--- src/rtl/core/c2sa_pkg.sv ---
// c2sa_pkg: widths, angle constants, the arctangent table and the flag type
// shared by the Cartesian-to-spherical angle pipeline.
// No dependencies.
package c2sa_pkg;

  localparam int COORD_WIDTH_DEF = 16;

  // Square-root section: 64-bit radicand, one root bit per stage
  localparam int SQRT_W = 64;
  localparam int ROOT_W = 32;

  // CORDIC vectoring section
  localparam int CORDIC_STEPS  = 23;
  localparam int CORDIC_W      = 49;   // holds about 2^46.5 with gain
  localparam int CORDIC_TOP    = 46;   // operands are scaled to 2^45
  localparam int PITCH_A_SHIFT = 14;   // horizontal length has 32-W fraction bits
  localparam int ANG_W         = 25;   // signed accumulator, 1/65536 deg
  localparam int ATAN_W        = 22;

  // Angles
  localparam int Q16_W          = 25;  // unsigned angle, 1/65536 deg
  localparam int DEG_W          = 17;  // yaw out, 1/256 deg
  localparam int NPITCH_W       = 18;
  localparam int DEG90_Q16      = 5898240;
  localparam int DEG180_Q16     = 11796480;
  localparam int DEG360_Q16     = 23592960;
  localparam int TURN_256       = 92160;
  localparam int PITCH_UP_256   = 23040;
  localparam int PITCH_DOWN_256 = 69120;
  localparam int ROUND_HALF     = 128;

  // atan(2^-i), 1/65536 deg
  localparam logic [ATAN_W-1:0] ATAN_TAB [CORDIC_STEPS] = '{
    22'd2949120, 22'd1740967, 22'd919879, 22'd466945, 22'd234379, 22'd117304,
    22'd58666,   22'd29335,   22'd14668,  22'd7334,   22'd3667,   22'd1833,
    22'd917,     22'd458,     22'd229,    22'd115,    22'd57,     22'd29,
    22'd14,      22'd7,       22'd4,      22'd2,      22'd1
  };

  typedef struct packed {
    logic x_neg;
    logic y_neg;
    logic z_pos;
    logic z_neg;
    logic vertical;   // x and y both zero
  } flags_t;

  // Accumulator clamped to 0 .. 90 deg
  function automatic logic [Q16_W-1:0] clamp_q16(input logic signed [ANG_W-1:0] ang);
    logic [Q16_W-1:0] res;
    priority if (ang < 0) begin
      res = '0;
    end else if (ang > DEG90_Q16) begin
      res = Q16_W'(DEG90_Q16);
    end else begin
      res = Q16_W'(ang);
    end
    return res;
  endfunction

  // Round half up to 1/256 deg; a full turn reads as zero
  function automatic logic [DEG_W-1:0] to_256ths(input logic [Q16_W-1:0] q);
    logic [Q16_W-1:0] sum;
    logic [DEG_W-1:0] r;
    sum = q + Q16_W'(ROUND_HALF);
    r   = DEG_W'(sum >> 8);
    if (r >= DEG_W'(TURN_256)) begin
      r = r - DEG_W'(TURN_256);
    end
    return r;
  endfunction

endpackage

--- src/rtl/core/c2sa_sqrt.sv ---
// c2sa_sqrt: pipelined restoring integer square root, one root bit per stage.
// Depends on c2sa_pkg.
module c2sa_sqrt (
  input  logic                          clk,
  input  logic                          rst_n,
  input  logic                          valid_i,
  input  logic [c2sa_pkg::SQRT_W-1:0]   rad_i,
  output logic                          valid_o,
  output logic [c2sa_pkg::ROOT_W-1:0]   root_o
);
  import c2sa_pkg::*;

  logic              v_r   [ROOT_W];
  logic [SQRT_W-1:0] rem_r [ROOT_W];
  logic [SQRT_W-1:0] res_r [ROOT_W];

  for (genvar k = 0; k < ROOT_W; k++) begin : g_stage
    localparam logic [SQRT_W-1:0] BIT = SQRT_W'(1) << (SQRT_W - 2 - 2 * k);

    logic              v_in;
    logic [SQRT_W-1:0] rem_in;
    logic [SQRT_W-1:0] res_in;
    logic [SQRT_W-1:0] trial;
    logic              fits;
    logic [SQRT_W-1:0] rem_nxt;
    logic [SQRT_W-1:0] res_nxt;

    if (k == 0) begin : g_head
      assign v_in   = valid_i;
      assign rem_in = rad_i;
      assign res_in = '0;
    end else begin : g_tail
      assign v_in   = v_r[k-1];
      assign rem_in = rem_r[k-1];
      assign res_in = res_r[k-1];
    end

    always_comb begin
      trial   = res_in + BIT;
      fits    = (rem_in >= trial);
      rem_nxt = fits ? (rem_in - trial) : rem_in;
      res_nxt = fits ? ((res_in >> 1) + BIT) : (res_in >> 1);
    end

    always_ff @(posedge clk) begin
      if (!rst_n) begin
        v_r[k] <= 1'b0;
      end else begin
        v_r[k] <= v_in;
      end
    end

    always_ff @(posedge clk) begin
      rem_r[k] <= rem_nxt;
      res_r[k] <= res_nxt;
    end
  end

  assign valid_o = v_r[ROOT_W-1];
  assign root_o  = res_r[ROOT_W-1][ROOT_W-1:0];

endmodule

--- config.mk ---
export PLATFORM = sky130hd
export DESIGN_NAME = c2sa_sqrt
export DESIGN_NICKNAME = d
export VERILOG_FILES = /design/src/rtl/core/c2sa_pkg.sv /design/src/rtl/core/c2sa_sqrt.sv
export SDC_FILE = /design/constraint.sdc
export NUM_CORES = 2
export LEC_CHECK = 0
export BUFFER_PORTS_ARGS = -buffer_cell sky130_fd_sc_hd__buf_2
export CORE_MARGIN = 2
export CORE_UTILIZATION = 60
export CTS_BUF_LIST = sky130_fd_sc_hd__clkbuf_4 sky130_fd_sc_hd__clkbuf_8
export DETAILED_ROUTE_END_ITERATION = 6
export GPL_TIMING_DRIVEN = 0
export PLACE_DENSITY = 0.76
export SYNTH_ARGS = -nofsm -noshare
export SYNTH_HDL_FRONTEND = slang
export SYNTH_MEMORY_MAX_BITS = 65536
export SYNTH_SLANG_ARGS = --single-unit
--- constraint.sdc ---
create_clock -name clk -period 4.6 [get_ports clk]
set_input_delay 0.46 -clock clk [delete_from_list [all_inputs] [get_ports clk]]
set_output_delay 0.46 -clock clk [all_outputs]
set_load 0.01 [all_outputs]
* After elaboration in Yosys (flattened, before gate mapping)
Memory sizes are Yosys's and may differ from the RTL's. Cells that the tools add are included.
Storage, ports and cells: flip-flop bits (word level) 0, memory bits (writable) 4128, output and inout port bits 33, memories kept 3
Memory list:
- rem_r | depth 32, bits a word 64, read ports 31, clocked after memory_dff 0, write ports 32, RTL line c2sa_sqrt.sv:14 | logic [SQRT_W-1:0] rem_r [ROOT_W];
- res_r | depth 32, bits a word 64, read ports 32, clocked after memory_dff 0, write ports 32, RTL line c2sa_sqrt.sv:15 | logic [SQRT_W-1:0] res_r [ROOT_W];
- v_r | depth 32, bits a word 1, read ports 32, clocked after memory_dff 0, write ports 32, RTL line c2sa_sqrt.sv:13 | logic v_r [ROOT_W];
Cells by class: add/sub/neg operators 94, $lt $le $gt $ge 32, mux-type cells 98, bitwise gates (word level) 32
Operators by type and width (count):
- $mux 64 | 63
- $ge 64x64->1 | 31
- $sub 64x64->64 | 31
- $add 63x1->64 const B | 1
- $add 63x11->64 const B | 1
- $add 63x13->64 const B | 1
- $add 63x15->64 const B | 1
- $add 63x17->64 const B | 1
- $add 63x19->64 const B | 1
- $add 63x21->64 const B | 1
- $add 63x23->64 const B | 1
- $add 63x25->64 const B | 1
- $add 63x27->64 const B | 1
- $add 63x29->64 const B | 1
- $add 63x3->64 const B | 1
- $add 63x31->64 const B | 1
- $add 63x33->64 const B | 1
- $add 63x35->64 const B | 1
- $add 63x37->64 const B | 1
- $add 63x39->64 const B | 1
- $add 63x41->64 const B | 1
- $add 63x43->64 const B | 1
- $add 63x45->64 const B | 1
- $add 63x47->64 const B | 1
- other kinds (46) | 110

* Logic depth before layout (Yosys ltp)
An unclocked memory read counts as a cell.
word-level depth 4, gate-level depth with buffers 14, gate-level depth less buffers 13

* Worst setup path after synthesis
Ideal clock, no wire load.
kind register to register, start memory res_r[24][14] (netlist: res_r[3][14]), end memory rem_r[25][57] (netlist: rem_r[1][633]), data arrival time 3.316 ns, required time 4.473 ns, slack 1.157 ns, stages on the path, launching flop included 14, clock period less this slack 3.443 ns, cell sequence dfxtp_1 inv_1 ha_1 o21ai_0 a22oi_1 a221oi_1 or3_1 a311oi_1 a31oi_1 and2_1 o311ai_1 buf_2 nor3_1 xor2_1
RTL lines (RTL line):
- from (decl) | c2sa_sqrt.sv:15
- to (decl) | c2sa_sqrt.sv:14

==> results.rst <==
.. list-table::
   :header-rows: 1

   * - Metric
     - Value
   * - Die Y-Extent
     - 402.8 um
   * - Worst hold path startpoint
     - rst_n
   * - # fillers
     - 11900
   * - Hold Path Cell Cnt
     - 3
   * - Synthesized area divided by synthesized cell count
     - 9.959 um^2
   * - Overall overflow remaining after global route
     - 0
   * - Fraction of the mapped netlist area in compound gates
     - 11.71%
   * - Period utilisation layout
     - 97.52%
   * - GP Congestion
     - 0.9465
   * - Clock transition at the registers of the reported paths
     - 0.07 ns
   * - Worst setup path class
     - reg -> reg
   * - Worst supply voltage drop on vdd
     - 535.1 uV
   * - Comb pwr share
     - 24.1%
   * - Most used cells in the layout excluding fill and tap cells
     - sky130_fd_sc_hd__dfxtp_1, sky130_fd_sc_hd__inv_1, sky130_fd_sc_hd__nand2_1
   * - Hold EP
     - v_r[1][1]$_DFF_P_
   * - DRT Pass-1 Iters
     - 6
   * - Final Critical Period
     - 4.486 ns
   * - I/O Pins
     - 100
   * - Synthesis-to-finish area growth
     - 13.70%
   * - Count of buffers inserted at the top-level ports
     - 99
   * - Pint
     - 45.44 mW
   * - Routed wirelength normalized by instance count
     - 19.83 um
   * - Clock tree from TritonCTS
     - built
   * - Rel. slew slack
     - 6.572%
   * - Type of the tightest min-delay check
     - in -> reg
   * - Number of synthesized flops with an enable pin
     - 0
   * - DRC violation count after routing
     - 0
   * - Clock sinks
     - 2544
   * - Placed Instance Area
     - 98530 um^2
   * - Die X-Extent
     - 402.8 um
   * - Proportion of synthesized chip area in sequential cells
     - 53.38%
   * - Starting Density
     - 60.31%
   * - Psw
     - 22.05 mW
   * - Post-DP HPWL
     - 182100 um
   * - Final slew viol count
     - 0
   * - Final antenna-violating net count
     - 0
   * - Placeable core region
     - 158200 um^2
   * - NumNets Final
     - 10830
   * - Number of flip-flops and latches in the synthesized netlist
     - 2544
   * - Vias in the first global route
     - 70950
   * - Share of post-route cells with drive strength above 1
     - 9.165%
   * - Largest family of logic cells by synthesized area
     - simple AND/OR/NAND/NOR gates
   * - Worst Clk Skew
     - 0.09719 ns
   * - Setup repair after global routing missed its margin
     - false
   * - Die Area
     - 162200 um^2
   * - CP startpoint kind
     - flip-flop
   * - Endpoints failing hold
     - 0
   * - Worst reg2reg startpoint
     - res_r[3][205]$_DFF_P_
   * - DR vias/cell
     - 5.690
   * - P per Cell Area
     - 622.2 nW/um^2
   * - Post-synth net total
     - 10210
   * - Worst R2R Setup Slack
     - 0.11 ns
   * - Leading cell type in the layout, fill and taps excluded
     - sky130_fd_sc_hd__dfxtp_1
   * - Clock buffer depth
     - 4
   * - Crit path required time
     - 5.50 ns
   * - Simple-Gate Fraction of Synth Area
     - 15.26%
   * - Multiplexer share of the synthesized area
     - 0.9246%
   * - First-pass GRT wire length
     - 387200 um
   * - Pin count of the biggest net entering global routing
     - 19
   * - Top achievable clock speed
     - 222.9 MHz
   * - Number of standard-cell rows in the floorplan
     - 146
   * - R2R Path End
     - rem_r[1][830]$_DFF_P_
   * - Final wirelength
     - 249300 um
   * - Switching share of total power
     - 32.68%
   * - Number of cells produced by synthesis
     - 9580
   * - Number of endpoints failing setup at the final stage
     - 0
   * - Final design instance area without fill
     - 108500 um^2
   * - Number of max-cap violations
     - 0
   * - Count of different cell masters after synthesis
     - 88
   * - Post-Synthesis Cell Area
     - 95400 um^2
   * - Synth Flop Type
     - sky130_fd_sc_hd__dfxtp_1
   * - Antenna violations before repair
     - 15
   * - Iteration-0 DRC count of the detailed router
     - 6012
   * - Post-Place Worst Slack
     - -0.1626 ns
   * - Number of buffers created by CTS
     - 392
   * - Clock insertion delay at the later pin of the skew report
     - 1.07 ns
   * - Area share of xor/xnor cells in the synthesized design
     - 7.913%
   * - Static leakage
     - 49.90 nW
   * - Clock share of power
     - 29.7%
   * - Capturing element type of the critical path
     - flip-flop
   * - Async SR Flop Fraction
     - 0%
   * - Arrival time of data at the critical path endpoint
     - 5.39 ns
   * - H-tree Lvls
     - 5
   * - Count of synthesis-stage warnings from yosys
     - 0
   * - R2R cell count
     - 12
   * - GRT Overall Usage
     - 29.94%
   * - Max Fanout on Critical Path
     - 7
   * - Status
     - completed
   * - Slew at the pin closest to its max-slew limit
     - 1.389 ns
   * - Total number of vias
     - 71560
   * - Sequential fraction of design power
     - 46.2%
   * - Library cell used as clock root buffer
     - sky130_fd_sc_hd__clkbuf_8
   * - Final Worst Setup Slack
     - 0.1140 ns
   * - Post-Synth Adder-Cell Area
     - 7.318%
-- cell usage after synthesis, drive strengths merged, types with 15 or more instances --
master,n,area (um^2)
a2111oi,24,210.2
a211oi,43,332.8
a21boi,26,195.2
a21o,225,1689
a21oi,589,2948
a31oi,40,250.2
and2,58,362.8
and3,42,262.8
and4,25,219.0
buf,24,115.1
clkbuf,143,536.8
dfxtp,2544,50930
ha,558,6982
inv,712,2673
mux2,65,732.0
mux2i,15,150.1
nand2,635,2384
nand2b,106,663.1
nand3,156,785.8
nand3b,21,157.7
nand4,161,1007
nand4b,17,148.9
nor2,612,2297
nor2b,88,550.5
nor3,288,1446
nor3b,25,187.7
nor4,334,2090
nor4b,43,376.6
o2111ai,18,157.7
o211ai,32,240.2
o21a,107,803.3
o21ai,480,2402
o21bai,48,360.4
o31ai,52,390.4
or2,35,219.0
or3,102,643.1
or4,62,469.2
xnor2,463,4055
xor2,399,3495
-- worst max path at each step --
| stage | startpoint | endpoint | slack [ns] | depth (start not counted) |
|---|---|---|---|---|
| after floorplan | res_r[3][14]$_DFF_P_ | rem_r[1][633]$_DFF_P_ | 1.16 | 13 |
| after global placement | res_r[2][359]$_DFF_P_ | rem_r[1][438]$_DFF_P_ | -0.80 | 13 |
| after detailed placement | res_r[3][155]$_DFF_P_ | rem_r[1][735]$_DFF_P_ | -0.16 | 12 |
| after CTS | res_r[3][262]$_DFF_P_ | rem_r[1][891]$_DFF_P_ | 0.01 | 12 |
| after global routing | res_r[2][278]$_DFF_P_ | rem_r[1][381]$_DFF_P_ | 0.001 | 12 |
| final | res_r[3][205]$_DFF_P_ | rem_r[1][830]$_DFF_P_ | 0.11 | 12 |
-- area by class of cell --
class	instances	area, um^2	share of cell area, %
tap	2072	2592	2.390
clock inverter	75	768.2	0.7082
buffer	167	659.4	0.6079
inverter	714	2680	2.471
multi-input combinational	6155	41280	38.06
clock buffer	608	7711	7.109
timing repair buffer	234	1832	1.689
sequential	2544	50930	46.95
antenna	7	17.52	0.01615
-- power groups by stage --
stage / combinational, mW / sequential, mW / clock (mW)
6_report: 16.3 / 31.2 / 20.1
5_1_grt: 18.0 / 31.6 / 21.3
3_5_place_dp: 15.7 / 31.5 / 0
2_1_floorplan: 12.3 / 29.8 / 0
3_3_place_gp: 15.5 / 31.4 / 0
4_1_cts: 16.0 / 31.1 / 20.2
-- state kept, by name, indices dropped and copies added, names as in the netlist --
register,flops
rem_r,1984
res_r,528
v_r,32
-- critical path, cell delays in order (launching register included) --
cell and delay (ns):
sky130_fd_sc_hd__dfxtp_1 0.37, sky130_fd_sc_hd__inv_1 0.06, sky130_fd_sc_hd__ha_1 0.34, sky130_fd_sc_hd__a211o_1 0.29, sky130_fd_sc_hd__or2_2 0.28, sky130_fd_sc_hd__o21ai_0 0.59
sky130_fd_sc_hd__a211oi_1 0.35, sky130_fd_sc_hd__nor3_1 0.68, sky130_fd_sc_hd__clkinv_1 0.60, sky130_fd_sc_hd__nand3_1 0.32, sky130_fd_sc_hd__nor2_1 0.13, sky130_fd_sc_hd__o2111ai_1 0.14
sky130_fd_sc_hd__xnor2_1 0.16
-- timing repair --
item / CTS / global route
pin swaps: 0 / 0
setup endpoints to repair: 36 / 95
resized for setup: 8 / 21
endpoints found under the hold margin: 97 / 0
setup buffers: 0 / 0
hold buffers: 131 / 0
-- through the flow --
step / std cells / setup TNS, ns / utilization [%] / hold WS [ns] / total power [mW]
final: 12580 / 0 / 68.57 / 0.2427 / 67.49
after global routing: 12570 / 0 / 68.56 / 0.2160 / 70.92
after CTS: 12570 / 0 / 68.49 / 0.1392 / 67.30
after detailed placement: 11750 / -2.226 / 62.28 / 0.3280 / 47.23
after global placement: 11750 / -34.78 / 62.26 / 0.3295 / 46.94
after floorplan: 9580 / 0 / - / 0.3224 / 42.13
-- logic make-up (layout without fill, tap and decap cells) --
logic type | Yosys count | in the layout
compound gates | 1815 | 1815
xor+xnor | 862 | 862
fa+ha+maj | 558 | 558
buf+inv | 881 | 1798
flops | 2544 | 2544
mux | 80 | 80
other cells | 0 | 7
simple gates | 2840 | 2840
-- metal layers --
layer / global-route usage [%] / vias to the layer above / routed length, um
met3: 4.774 / 590 / 13710
met4: 10.87 / 0 / 8162
met2: 49.41 / 2240 / 116100
met1: 39.76 / 34100 / 111300
li1: - / 34630 / -
met5: 0 / - / 0
No activity file was read; power rests on OpenSTA's default activity.
